`src/rtl/core/rde_pkg.sv`:
```
package rde_pkg;

  typedef enum logic [1:0] {
    REG_NUM_COLS   = 2'd0,
    REG_REFRESH    = 2'd1,
    REG_LEVEL2_MAX = 2'd2,
    REG_LEVEL3_MAX = 2'd3
  } reg_idx_t;

  localparam logic [7:0] MARK2     = 8'b1100_0000;
  localparam logic [7:0] MARK3     = 8'b1110_0000;
  localparam logic [7:0] FALL_MASK = 8'b1011_1111;
  localparam logic [7:0] RAW_MASK  = 8'b0111_1111;

  localparam logic [4:0]  NUM_COLS_RST = 5'd1;
  localparam logic [15:0] REFRESH_RST  = 16'd0;
  localparam logic [12:0] LEVEL2_RST   = 13'd8191;
  localparam logic [20:0] LEVEL3_RST   = 21'd2097151;

  localparam logic [2:0] BYTES_L2  = 3'd2;
  localparam logic [2:0] BYTES_L3  = 3'd3;
  localparam logic [2:0] BYTES_RAW = 3'd4;

  typedef struct packed {
    logic [3:0][7:0] bytes;
    logic [2:0]      cnt;
  } enc_t;

endpackage

```
`src/rtl/core/row_delta_encoder.sv`:
```
// Row delta encoder. Column values arrive one per request on the in_ channel;
// each column is emitted as 2, 3 or 4 bytes, most significant first, on the
// out_ channel with tuser marking a column's last byte and tlast a row's last
// byte. Each byte of a column is one transfer on the out_ channel, and a new
// column is taken while the previous one still drains. The request's value and
// the last-value memory read are registered in stage 1; from there the column
// loads the output buffer when the previous column's last byte has left the
// output buffer. Write configuration only while the block is idle.
module row_delta_encoder #(
  parameter int MAX_COLS = 16
) (
  input  logic        clk,
  input  logic        rst_n,
  input  logic        cfg_wr_en,
  input  logic [1:0]  cfg_index,
  input  logic [20:0] cfg_wdata,
  input  logic        in_tvalid,
  output logic        in_tready,
  input  logic [31:0] in_tdata,   // [31:0] col_value
  output logic        out_tvalid,
  input  logic        out_tready,
  output logic [7:0]  out_tdata,  // [7:0] out_byte
  output logic        out_tuser,  // [0] col_end
  output logic        out_tlast
);

  localparam int CW  = (MAX_COLS > 1) ? $clog2(MAX_COLS) : 1;
  localparam int CNW = $clog2(MAX_COLS + 1);
  localparam int EW  = (CNW > 5) ? CNW : 5;

  logic [4:0]  num_cols_r;
  logic [15:0] refresh_r;
  logic [12:0] level2_r;
  logic [20:0] level3_r;

  logic [CW-1:0] col_index_r;
  logic [15:0]   rsr_r;
  logic          has_origin_r;
  logic          row_is_raw_r;

  logic [31:0] mem [MAX_COLS];
  logic [31:0] prev_r;

  logic        s1_v_r;
  logic [31:0] s1_cur_r;
  logic        s1_raw_r;
  logic        s1_last_r;

  logic [3:0][7:0] ob_r;
  logic [2:0]      ob_cnt_r;
  logic            ob_last_r;

  logic          in_acc;
  logic          out_acc;
  logic          load;
  logic [EW-1:0] ncols;
  logic [EW-1:0] colp1;
  logic          last_col;
  logic          raw_now;
  rde_pkg::enc_t enc;

  always_ff @(posedge clk) begin
    if (!rst_n) begin
      num_cols_r <= rde_pkg::NUM_COLS_RST;
      refresh_r  <= rde_pkg::REFRESH_RST;
      level2_r   <= rde_pkg::LEVEL2_RST;
      level3_r   <= rde_pkg::LEVEL3_RST;
    end else if (cfg_wr_en) begin
      case (cfg_index)
        rde_pkg::REG_NUM_COLS:   num_cols_r <= cfg_wdata[4:0];
        rde_pkg::REG_REFRESH:    refresh_r  <= cfg_wdata[15:0];
        rde_pkg::REG_LEVEL2_MAX: level2_r   <= cfg_wdata[12:0];
        rde_pkg::REG_LEVEL3_MAX: level3_r   <= cfg_wdata[20:0];
        default: ;
      endcase
    end
  end

  assign in_acc  = in_tvalid && in_tready;
  assign out_acc = out_tvalid && out_tready;
  assign load    = s1_v_r && (ob_cnt_r == 3'd0 || (ob_cnt_r == 3'd1 && out_tready));
  assign in_tready = !s1_v_r || load;

  always_comb begin
    ncols = EW'(num_cols_r);
    if (ncols == '0) begin
      ncols = EW'(1);
    end else if (ncols > EW'(MAX_COLS)) begin
      ncols = EW'(MAX_COLS);
    end
  end

  assign colp1    = EW'(col_index_r) + EW'(1);
  assign last_col = colp1 >= ncols;
  assign raw_now  = (col_index_r == '0) ?
                    (!has_origin_r || (refresh_r != '0 && rsr_r >= refresh_r)) :
                    row_is_raw_r;

  always_ff @(posedge clk) begin
    if (!rst_n) begin
      col_index_r  <= '0;
      rsr_r        <= '0;
      has_origin_r <= 1'b0;
      row_is_raw_r <= 1'b0;
    end else if (in_acc) begin
      row_is_raw_r <= raw_now;
      if (last_col) begin
        col_index_r <= '0;
        if (raw_now) begin
          rsr_r        <= '0;
          has_origin_r <= 1'b1;
        end else if (rsr_r != 16'hFFFF) begin
          rsr_r <= rsr_r + 16'd1;
        end
      end else begin
        col_index_r <= colp1[CW-1:0];
      end
    end
  end

  // read old entry and write new value at the same address
  always_ff @(posedge clk) begin
    if (in_acc) begin
      prev_r           <= mem[col_index_r];
      mem[col_index_r] <= in_tdata;
    end
  end

  always_ff @(posedge clk) begin
    if (!rst_n) begin
      s1_v_r <= 1'b0;
    end else if (in_acc) begin
      s1_v_r <= 1'b1;
    end else if (load) begin
      s1_v_r <= 1'b0;
    end
  end

  always_ff @(posedge clk) begin
    if (in_acc) begin
      s1_cur_r  <= in_tdata;
      s1_raw_r  <= raw_now;
      s1_last_r <= last_col;
    end
  end

  rde_code u_code (
    .cur        (s1_cur_r),
    .prev       (prev_r),
    .raw        (s1_raw_r),
    .level2_max (level2_r),
    .level3_max (level3_r),
    .enc        (enc)
  );

  always_ff @(posedge clk) begin
    if (!rst_n) begin
      ob_cnt_r <= 3'd0;
    end else if (load) begin
      ob_cnt_r <= enc.cnt;
    end else if (out_acc) begin
      ob_cnt_r <= ob_cnt_r - 3'd1;
    end
  end

  always_ff @(posedge clk) begin
    if (load) begin
      ob_r      <= enc.bytes;
      ob_last_r <= s1_last_r;
    end else if (out_acc) begin
      ob_r <= {8'h00, ob_r[3:1]};
    end
  end

  assign out_tvalid = ob_cnt_r != 3'd0;
  assign out_tdata  = ob_r[0];
  assign out_tuser  = ob_cnt_r == 3'd1;
  assign out_tlast  = ob_cnt_r == 3'd1 && ob_last_r;

  a_row_end_on_col_end: assert property (@(posedge clk) disable iff (!rst_n)
    out_tvalid && out_tlast |-> out_tuser)
    else $error("row end without column end");

  a_col_wrap: assert property (@(posedge clk) disable iff (!rst_n)
    in_acc && last_col |=> col_index_r == '0)
    else $error("column index did not wrap at row end");

  a_rows_hold: assert property (@(posedge clk) disable iff (!rst_n)
    !in_acc |=> $stable(rsr_r))
    else $error("row counter moved without a request");

  a_load_ok: assert property (@(posedge clk) disable iff (!rst_n)
    load |=> ob_cnt_r >= rde_pkg::BYTES_L2 && ob_cnt_r <= rde_pkg::BYTES_RAW)
    else $error("bad byte count loaded");

endmodule

```
`src/rtl/core/rde_code.sv`:
```
module rde_code (
  input  logic [31:0]   cur,
  input  logic [31:0]   prev,
  input  logic          raw,
  input  logic [12:0]   level2_max,
  input  logic [20:0]   level3_max,
  output rde_pkg::enc_t enc
);

  logic [32:0] diff;
  logic        falling;
  logic [31:0] d;
  logic [7:0]  b1_l2;
  logic [7:0]  b1_l3;

  assign diff    = {1'b0, cur} - {1'b0, prev};
  assign falling = diff[32];
  assign d       = falling ? (32'd0 - diff[31:0]) : diff[31:0];

  always_comb begin
    b1_l2 = rde_pkg::MARK2 | {3'b000, d[12:8]};
    b1_l3 = rde_pkg::MARK3 | {3'b000, d[20:16]};
    if (falling) begin
      b1_l2 = b1_l2 & rde_pkg::FALL_MASK;
      b1_l3 = b1_l3 & rde_pkg::FALL_MASK;
    end
    if (!raw && d <= {19'd0, level2_max}) begin
      enc.bytes = {8'h00, 8'h00, d[7:0], b1_l2};
      enc.cnt   = rde_pkg::BYTES_L2;
    end else if (!raw && d <= {11'd0, level3_max}) begin
      enc.bytes = {8'h00, d[7:0], d[15:8], b1_l3};
      enc.cnt   = rde_pkg::BYTES_L3;
    end else begin
      enc.bytes = {cur[7:0], cur[15:8], cur[23:16], cur[31:24] & rde_pkg::RAW_MASK};
      enc.cnt   = rde_pkg::BYTES_RAW;
    end
  end

endmodule

```
`config.mk`:
```
export PLATFORM = sky130hd
export DESIGN_NAME = row_delta_encoder
export DESIGN_NICKNAME = d
export VERILOG_FILES = /design/src/rtl/core/rde_pkg.sv /design/src/rtl/core/row_delta_encoder.sv /design/src/rtl/core/rde_code.sv
export SDC_FILE = /design/constraint.sdc
export NUM_CORES = 1
export LEC_CHECK = 0
export ABC_AREA = 0
export BUFFER_PORTS_ARGS = -buffer_cell sky130_fd_sc_hd__buf_2
export CORE_ASPECT_RATIO = 1.4
export CORE_MARGIN = 5
export CORE_UTILIZATION = 50
export CTS_CLUSTER_SIZE = 20
export DETAILED_ROUTE_END_ITERATION = 8
export GPL_ROUTABILITY_DRIVEN = 0
export MAX_ROUTING_LAYER = met4
export PLACE_DENSITY = 0.73
export REMOVE_ABC_BUFFERS = 1
export SKIP_LAST_GASP = 1
export SYNTH_ARGS = -nofsm -noshare
export SYNTH_HDL_FRONTEND = slang
export SYNTH_SLANG_ARGS = --single-unit
```
`constraint.sdc`:
```
create_clock -name clk -period 21.1 [get_ports clk]
set_input_delay 3.165 -clock clk [delete_from_list [all_inputs] [get_ports clk]]
set_output_delay 3.165 -clock clk [all_outputs]
set_load 0.01 [all_outputs]
```
After elaboration in Yosys (flattened, before gate mapping)
Memories as Yosys holds them, arrays and structs flattened. A register that Yosys moved wholly into a read port is not among the register bits.
Index checks and enable logic that the tools add are counted.
- word-level logic and storage cells: 82
- RAM bits: 512
- latch bits: 0
- memory bits (read-only): 0
- flip-flop bits (word level): 148
- memories: 1
- memory list (name ; words ; bits a word ; rd ports ; clocked after memory_dff ; wr ports ; RTL line ; text):
    mem ; 16 ; 32 ; 1 ; 1 ; 1 ; row_delta_encoder.sv:41 ; logic [31:0] mem [MAX_COLS];
- multiplexer cells: 19
- order comparisons: 5
- reductions and logical operators: 29
- multiply operators: 0
- shift-type cells: 0
- add/subtract/negate cells: 5
- divide/modulo/power cells: 0
- equality and inequality tests: 5
- bitwise logic cells: 0
- operators by type and width (cell ; number):
    $mux 32 ; 3
    $mux 35 ; 2
    $sub 32x32->33 ; 1
    $le 32x13->1 ; 1
    $le 32x21->1 ; 1
    $mux 16 ; 2
    $sub 1x32->32 const A ; 1
    $add 16x1->16 const B ; 1
    $ge 16x16->1 ; 1
    $ne 16x16->1 const B ; 1
    $reduce_bool 16->1 ; 1
    $mux 7 ; 2
    $mux 5 ; 2
    $logic_and 1x1->1 ; 8
    $reduce_and 2->1 ; 4
    $mux 3 ; 2
    $reduce_and 3->1 ; 2
    $reduce_bool 2->1 ; 3
    $add 4x1->5 const B ; 1
    $ge 5x5->1 ; 1
    $gt 5x5->1 const B ; 1
    $logic_not 5->1 ; 1
    $mux 1 ; 5
    $eq 2x2->1 const B ; 2
    10 further kinds ; 14

Logic depth before layout (Yosys ltp)
Gate-level depths: netlist (run 1).
- depth in word-level cells: 8
- gate-level depth with buffers: 28

Hierarchy
A second synthesis (run 1) with hierarchy kept.
- cells, all modules: 2085
- area, all modules: 31490.2 um^2
- by module, submodules not included (module ; sequential area each (um^2) ; cells each ; area each (um^2) ; times used):
    row_delta_encoder ; 19969.2 ; 1365 ; 26646.8 ; 1
    rde_code ; 0.0 ; 720 ; 4843.4 ; 1

Least setup slack after synthesis (run 1)
No wires, ideal clock.
- path kind: input port to flip-flop
- from: input out_tready
- to: memory mem[3][0], enable pin
- arrival time: 8.616 ns
- setup time: 0.461 ns
- setup slack: 12.023 ns
- cell stages on the path: 6
- required time: 20.639 ns
- buffers on the path: 1
- cells stage by stage: a21oi_1 > o21ai_0 > and2_1 > clkbuf_1 > nand2_1 > nor3_1
- cells in the longest elaborated chain, start to end: 7
- RTL lines (element ; RTL line ; text):
    start, declared ; row_delta_encoder.sv:21 ; input logic out_tready,
    $logic_and 1x1->1 ; row_delta_encoder.sv:81 ; assign load = s1_v_r && (ob_cnt_r == 3'd0 || (ob_cnt_r == 3'd1 && out_tready));
    $logic_or 1x1->1 ; row_delta_encoder.sv:81 ;
    $logic_and 1x1->1 ; row_delta_encoder.sv:81 ;
    $logic_or 1x1->1 ; row_delta_encoder.sv:82 ; assign in_tready = !s1_v_r || load;
    via in_tready ; row_delta_encoder.sv:18 ; output logic in_tready,
    $logic_and 1x1->1 ; row_delta_encoder.sv:79 ; assign in_acc = in_tvalid && in_tready;
    via in_acc ; row_delta_encoder.sv:53 ; logic in_acc;
    $mux 1 ; row_delta_encoder.sv:123 ; if (in_acc) begin
    $mux 1 (implied by the code) ; row_delta_encoder.sv:125 ; mem[col_index_r] <= in_tdata;
    end, declared ; row_delta_encoder.sv:41 ;
The timed path passes the listed nets, and every way through them passes these cells.

Final worst setup path (run 1)
- from: register prev_r[0] (read register of mem)
- to: register ob_r (netlist bit out_tdata[0]) (data pin)
- cells in the longest elaborated chain, start to end: 8
- elaborated cells between the ends (all ways): 12
- those cells by class: add/sub (2); order compare (2); mux (6); reduce/logical (2)
- RTL lines (element ; RTL line ; text):
    start, declared ; row_delta_encoder.sv:42 ; logic [31:0] prev_r;
    $sub 32x32->33 * ; rde_code.sv:16 ; assign diff = {1'b0, cur} - {1'b0, prev};
    $sub 1x32->32 ; rde_code.sv:18 ; assign d = falling ? (32'd0 - diff[31:0]) : diff[31:0];
    $mux 32 * ; rde_code.sv:18 ;
    $le 32x21->1 ; rde_code.sv:30 ; end else if (!raw && d <= {11'd0, level3_max}) begin
    $logic_and 1x1->1 ; rde_code.sv:30 ;
    $mux 35 ; rde_code.sv:30 ;
    $mux 35 * ; rde_code.sv:27 ; if (!raw && d <= {19'd0, level2_max}) begin
    $mux 32 * ; row_delta_encoder.sv:167 ; if (load) begin
    end signal, assigned ; row_delta_encoder.sv:168 ; ob_r <= enc.bytes;
    end signal, assigned ; row_delta_encoder.sv:171 ; ob_r <= {8'h00, ob_r[3:1]};
    end, declared ; row_delta_encoder.sv:49 ; logic [3:0][7:0] ob_r;
Mark *: on every way between the ends. The rest lies on a longest branch, timed or not.
A chain may end at the register's enable or synchronous reset.

==> results.json, run 1 <==
{
  "min_period_ns": 7.20,
  "period_share_pct": 34.1,
  "power_density_mw_per_mm2": 112,
  "cts.clk_slew.worst_paths_ns": 0.07,
  "timing.critical_path.mode_cell": "o21a_1",
  "r2r_start": "prev_r[0]",
  "avgSynthCellArea_sq_um": 15.1,
  "wl_mm": 73.2,
  "grt_overflow": 0,
  "synth_most_common_cell": "edfxtp_1",
  "crit_chain": "ha_1 -> fa_1 -> nand2b_1 -> a211oi_1 -> o21ai_0 -> nand4b_1 -> a21oi_1 -> a21o_1 -> o21ai_0 -> ha_1 -> nor2b_1 -> o21a_1 -> o21a_1 -> o21a_1 -> o21a_1 -> o211ai_1 -> a211o_1 -> o221ai_1 -> or3_1 -> or4_1 -> a2111o_1 -> buf_4 -> a221oi_2 -> a21oi_1",
  "post_drt_wl_per_cell_um": 24.5,
  "fin_setup_tns_ns": 0,
  "rsz0062_at_grt": "no",
  "final_core_util_pct": 55.6,
  "crit_type": "reg2reg",
  "grt_pass1_vias": 18718,
  "cap_violations": 0,
  "initial_core_util_pct": 50.2,
  "fill_cells": 4706,
  "p_leak_uw": 0.0117,
  "startpoint_type": "flip-flop",
  "port_buffers": 71,
  "htree_num_levels": 2,
  "multi_input_area_sq_mm": 0.0103,
  "status": "finished clean",
  "vias": 18250,
  "synthFlopType": "edfxtp_1",
  "dr.pass1.iters": 5,
  "worst_slew_pin_slew_ns": 1.24,
  "path_delay_family": "compound AO/OA/AOI/OAI gates",
  "post-cts-setup-buffers": 0,
  "critPathMaxStageDelay_ns": 0.61,
  "die_y_um": 305,
  "grt_max_degree": 108,
  "die_x_um": 220,
  "yosys_warnings": 0,
  "synth_cell_types": 79,
  "dieArea_sq_mm": 0.0671,
  "cp-end-kind": "flip-flop",
  "report.power.total_uw": 3840,
  "drive_gt1_share_pct": 18.9,
  "synth.largest_area_cell": "edfxtp_1",
  "netlist.area_leader.share_pct": 59.2,
  "placementRows": 108,
  "root_buffer": "clkbuf_16",
  "slowest_stage": "o21ai_0",
  "area_growth_pct": 10.9,
  "drt_iter0_markers": 1909,
  "synth-seq-cells": 692,
  "cp_num_cells": 24,
  "clockBufferDepth": 3,
  "syn_area_sq_mm": 0.0310,
  "finalClockSkew_ns": 0.0494,
  "cts_resized": 0,
  "path_buf_inv": 1,
  "finalSetupViolations": 0,
  "crit_arrival_ns": 7.54,
  "hold_violations": 0,
  "yosys-top-cells-area": "edfxtp_1 (59%), mux4_2 (12%), dfxtp_1 (5.2%)",
  "clock_latency_ns": 0.64,
  "cts.sinks": 692,
  "dp.final_hpwl_mm": 44.7,
  "rrSetupSlack_ns": 13.90,
  "cp.required_ns": 21.44,
  "drc": 0,
  "synth_common_cells": "edfxtp_1 (611), nand2_1 (171), mux4_2 (160), nor2_1 (108), inv_1 (103)",
  "synth-edff-count": 611,
  "vias_per_cell": 6.11,
  "synthCells": 2052,
  "min_path_type": "reg2reg",
  "fin_nets": 2265,
  "max_slew_margin_pct": 16.5,
  "r2r_cells": 24,
  "r2r_end": "out_tdata[0]",
  "seq_area_sq_mm": 0.0200,
  "grt_pass1_wl_mm": 111,
  "crit_fanout": 30,
  "fp.coreArea_sq_mm": 0.0618,
  "yosysSeqAreaShare_pct": 64.4,
  "drv_slew": 0,
  "fmax_mhz": 139,
  "drtAntennaViolNets": 0,
  "async_flop_share_pct": 0,
  "grt_use_total_pct": 22.4,
  "antenna_found_initial": 4,
  "cts_tree": "done",
  "cp-startpoint": "prev_r[0]",
  "endpoint": "out_tdata[0]",
  "cts_inserted_buffers": 60,
  "hold_buffers": 0,
  "ir_drop_uv": 83.3,
  "io_pins": 72
}
## flip-flops by register name, indices dropped and copies added (netlist names)
name	flops
mem	512
prev_r	32
s1_cur_r	32
ob_r	24
level3_r	21
refresh_r	16
rsr_r	16
level2_r	13
out_tdata	8
num_cols_r	5
col_index_r	4
ob_cnt_r	3
has_origin_r	1
ob_last_r	1
row_is_raw_r	1
s1_last_r	1
s1_raw_r	1
s1_v_r	1
## routing by layer
| metal | wire, um | GRT usage, % |
|---|---|---|
| met2 | 38300 | 38.8 |
| met1 | 26700 | 26.6 |
| met3 | 4650 | 2.90 |
| met5 | 0 | - |
| met4 | 3470 | 9.00 |
## through the flow
step | hold slack (ns) | setup slack [ns] | cell area (sq um) | cells
3_5_place_dp | 0.416 | 14.06 | 32300 | 2871
2_1_floorplan | 0.400 | 12.22 | 30500 | 1948
3_3_place_gp | 0.407 | 14.03 | 32300 | 2871
5_1_grt | 0.442 | 13.65 | 34400 | 2985
6_report | 0.433 | 13.90 | 34400 | 2985
4_1_cts | 0.431 | 14.03 | 34400 | 2983
## worst min path at each step
stage	cells after the start	start	end
detailed placement	0	s1_last_r	ob_last_r
CTS	0	s1_last_r	ob_last_r
finish	0	s1_last_r	ob_last_r
floorplan	0	s1_last_r	ob_last_r
global placement	0	s1_last_r	ob_last_r
global route	0	s1_last_r	ob_last_r
## cell families (layout without fill, tap and decap cells)
family	after synthesis	in the layout	synth area share, %
simple gates	477	477	7.41
compound gates	363	363	8.25
buf+inv	207	313	2.70
mux	174	174	12.1
other cells	0	2	0
xor+xnor	42	42	1.19
fa+ha+maj	97	97	3.94
flops	692	692	64.4
## cell type report
type	count	share of cell area [%]
sequential	692	58.1
multi-input combinational	1153	30.0
clock buffer	71	4.64
tap	825	3.00
timing repair buffer	98	1.66
clock inverter	41	1.39
inverter	103	1.13
antenna	2	0.0146
## power breakdown
part	internal [uW]	switching, uW	leakage, uW
Sequential	1610	47.4	0.00624
Clock	644	499	0.00102
Combinational	398	646	0.00441
Total	2650	1190	0.0117
## layout by cell type, fill, tap and decap left out, types with 18 or more instances in the layout
cell       count
a21boi_0      22
a21o_1        26
a21oi_1       88
a31oi_1       20
and3_1        20
buf_2         71
buf_4         26
clkbuf_16     62
dfxtp_1       77
edfxtp_1     611
ha_1          96
inv_1        105
mux4_2       160
nand2_1      171
nand3_1       24
nand4_1       22
nor2_1        96
nor3_1        18
o211ai_1      45
o21ai_0       45
xnor2_1       24
xor2_1        18
Note: power is estimated with default switching activity, not from simulation.
==> run 2, diff against run 1 <==
--- a/config.mk
+++ b/config.mk
@@ -14,7 +14,7 @@
 export DETAILED_ROUTE_END_ITERATION = 8
 export GPL_ROUTABILITY_DRIVEN = 0
 export MAX_ROUTING_LAYER = met4
-export PLACE_DENSITY = 0.73
+export PLACE_DENSITY = 0.76
 export REMOVE_ABC_BUFFERS = 1
 export SKIP_LAST_GASP = 1
 export SYNTH_ARGS = -nofsm -noshare
==> constraint.sdc (replaced) <==
create_clock -name clk -period 6.4 [get_ports clk]
set_input_delay 0.96 -clock clk [delete_from_list [all_inputs] [get_ports clk]]
set_output_delay 0.96 -clock clk [all_outputs]
set_load 0.01 [all_outputs]
==> run 2 against run 1 <==
Net effect: clock-buffer cell count is 2 lower; global-route usage is 0.52 points higher; design area is 0.54% higher; sequential share of layout area is 0.31 points lower; clock power grew to 3.2 times the previous value; die area stayed put; clock skew is 0.030 ns lower; first-iteration DRC count is 8.9% lower; sequential cell count stayed put; critical path depth is 2 higher; total power grew to 3.3 times the previous value; critical path type unchanged; critical endpoint unchanged; largest cell class unchanged.
==> results.json, run 2 (synthesis results as in run 1) <==
{
  "crit_fanout": 24,
  "pre_cts_ws_ns": -0.0200,
  "cap_violations": 0,
  "finalClockSkew_ns": 0.0197,
  "r2r_cells": 26,
  "path_delay_family": "compound AO/OA/AOI/OAI gates",
  "fin_cells": 3006,
  "cts.sinks": 692,
  "p_sw_share_pct": 31.8,
  "r2r_start": "s1_cur_r[0]",
  "clock_latency_ns": 0.61,
  "fp.coreArea_sq_mm": 0.0618,
  "setup_ws_ns": 0.173,
  "slowest_stage": "fa_1",
  "die_x_um": 220,
  "top_register": "mem",
  "dieArea_sq_mm": 0.0671,
  "max_slew_margin_pct": 20.6,
  "largest_reg_flops": 512,
  "worstHoldStart": "s1_last_r",
  "hold_buffers": 0,
  "startpoint_type": "flip-flop",
  "finalSetupViolations": 0,
  "vias": 18556,
  "grt_pass1_vias": 18949,
  "crit_type": "reg2reg",
  "dr.pass1.iters": 8,
  "r2r_end": "out_tdata[0]",
  "cts.clk_slew.worst_paths_ns": 0.07,
  "internal_power_uw": 8750,
  "crit_arrival_ns": 6.57,
  "power_density_mw_per_mm2": 371,
  "die_y_um": 305,
  "grt_overflow": 0,
  "comb_power_share_pct": 29.2,
  "cts_tree": "done",
  "place_area_sq_mm": 0.0324,
  "critPathMaxStageDelay_ns": 0.44,
  "drv_slew": 0,
  "cp-end-kind": "flip-flop",
  "period_share_pct": 97.3,
  "initial_core_util_pct": 50.2,
  "final_core_util_pct": 55.9,
  "final_common_cell": "edfxtp_1",
  "final_cell_mix": "edfxtp_1 (611), nand2_1 (171), mux4_2 (160)",
  "min_path_type": "reg2reg",
  "drt_iter0_markers": 1740,
  "timing.critical_path.mode_cell": "o21a_1",
  "ir_drop_uv": 237,
  "port_buffers": 71,
  "antenna_found_initial": 3,
  "hold_slack_ns": 0.426,
  "reg_top3": "mem (512), prev_r (32), s1_cur_r (32)",
  "io_pins": 72,
  "clockBufferDepth": 3,
  "vias_per_cell": 6.17,
  "p_switching_uw": 4080,
  "status": "finished clean",
  "cts_inserted_buffers": 60,
  "p_leak_uw": 0.0117,
  "worst_slew_pin_slew_ns": 1.18,
  "area_growth_pct": 11.4,
  "drtAntennaViolNets": 0,
  "grt_pass1_wl_mm": 115,
  "wl_mm": 75.1,
  "fmax_mhz": 161,
  "min_period_ns": 6.23,
  "placementRows": 108,
  "rrSetupSlack_ns": 0.17,
  "grt_use_total_pct": 23.0,
  "htree_num_levels": 2,
  "seqPwrFrac_pct": 42.6,
  "cp.required_ns": 6.74,
  "hold-path-endpoint": "ob_last_r",
  "drive_gt1_share_pct": 20.8,
  "root_buffer": "clkbuf_16",
  "dp.final_hpwl_mm": 47.0,
  "grt_max_degree": 106,
  "path_buf_inv": 2,
  "hold_violations": 0,
  "drc": 0,
  "clkPwrFrac_pct": 28.3,
  "post_drt_wl_per_cell_um": 25.0,
  "fin_nets": 2287,
  "placed_cells": 2889,
  "final_area_sq_mm": 0.0345,
  "fill_cells": 4632,
  "hold_path_depth": 0
}
## run 2: cell count changes in the layout (fill, tap and decap cells not counted), sizes merged
| cell | change |
|---|---|
| bufinv | -3 |
| buf | +22 |
| inv | -2 |
| clkinv | -5 |
| clkinvlp | +10 |
| clkbuf | -2 |
| diode | +1 |
## run 2: timing repair
action	in CTS	in global routing
setup buffers	0	4
setup endpoints to repair	18	34
gates resized for setup	2	25
pin swaps	0	6
## run 2: layout make-up
type / count / area (sq um) / share of cell area (%)
timing repair buffer: 120 / 739 / 2.14
sequential: 692 / 20000 / 57.8
antenna: 3 / 7.51 / 0.0217
inverter: 103 / 387 / 1.12
multi-input combinational: 1153 / 10400 / 30.2
tap: 825 / 1030 / 2.99
clock inverter: 41 / 414 / 1.20
clock buffer: 69 / 1570 / 4.53
## run 2: worst max path at each step
| stage | startpoint | to | slack [ns] | depth (start not counted) |
|---|---|---|---|---|
| detailed placement | prev_r[0] | out_tdata[0] | -0.02 | 24 |
| global route | s1_cur_r[0] | out_tdata[0] | -0.04 | 26 |
| CTS | s1_cur_r[23] | out_tdata[0] | 0.07 | 22 |
| finish | s1_cur_r[0] | out_tdata[0] | 0.17 | 26 |
| floorplan | col_index_r[0] | mem[3][0] | -2.48 | 3 |
| global placement | prev_r[0] | out_tdata[1] | 0.23 | 24 |
## run 2: layer usage
layer	global-route usage [%]	wire length [um]	up-vias	share of wire (%)
met2	39.1	38700	892	52
met1	28.4	27900	9282	37
met4	8.31	3410	0	4.5
li1	-	-	8173	-
met5	-	0	-	0
met3	2.61	5130	209	6.8
## run 2: power groups by stage
stage,Sequential [uW],Clock (uW),Combinational (uW)
floorplan,5590,0,2440
global placement,5540,0,3440
detailed placement,5550,0,3570
CTS,5460,3680,3610
global route,5480,3880,4060
finish,5460,3620,3740
## run 2: stage by stage
| step | power [uW] | setup TNS (ns) |
|---|---|---|
| CTS | 12700 | 0 |
| detailed placement | 9120 | -0.0489 |
| floorplan | 8040 | -656.36 |
| finish | 12800 | 0 |
| global placement | 8980 | 0 |
| global route | 13400 | -0.111 |
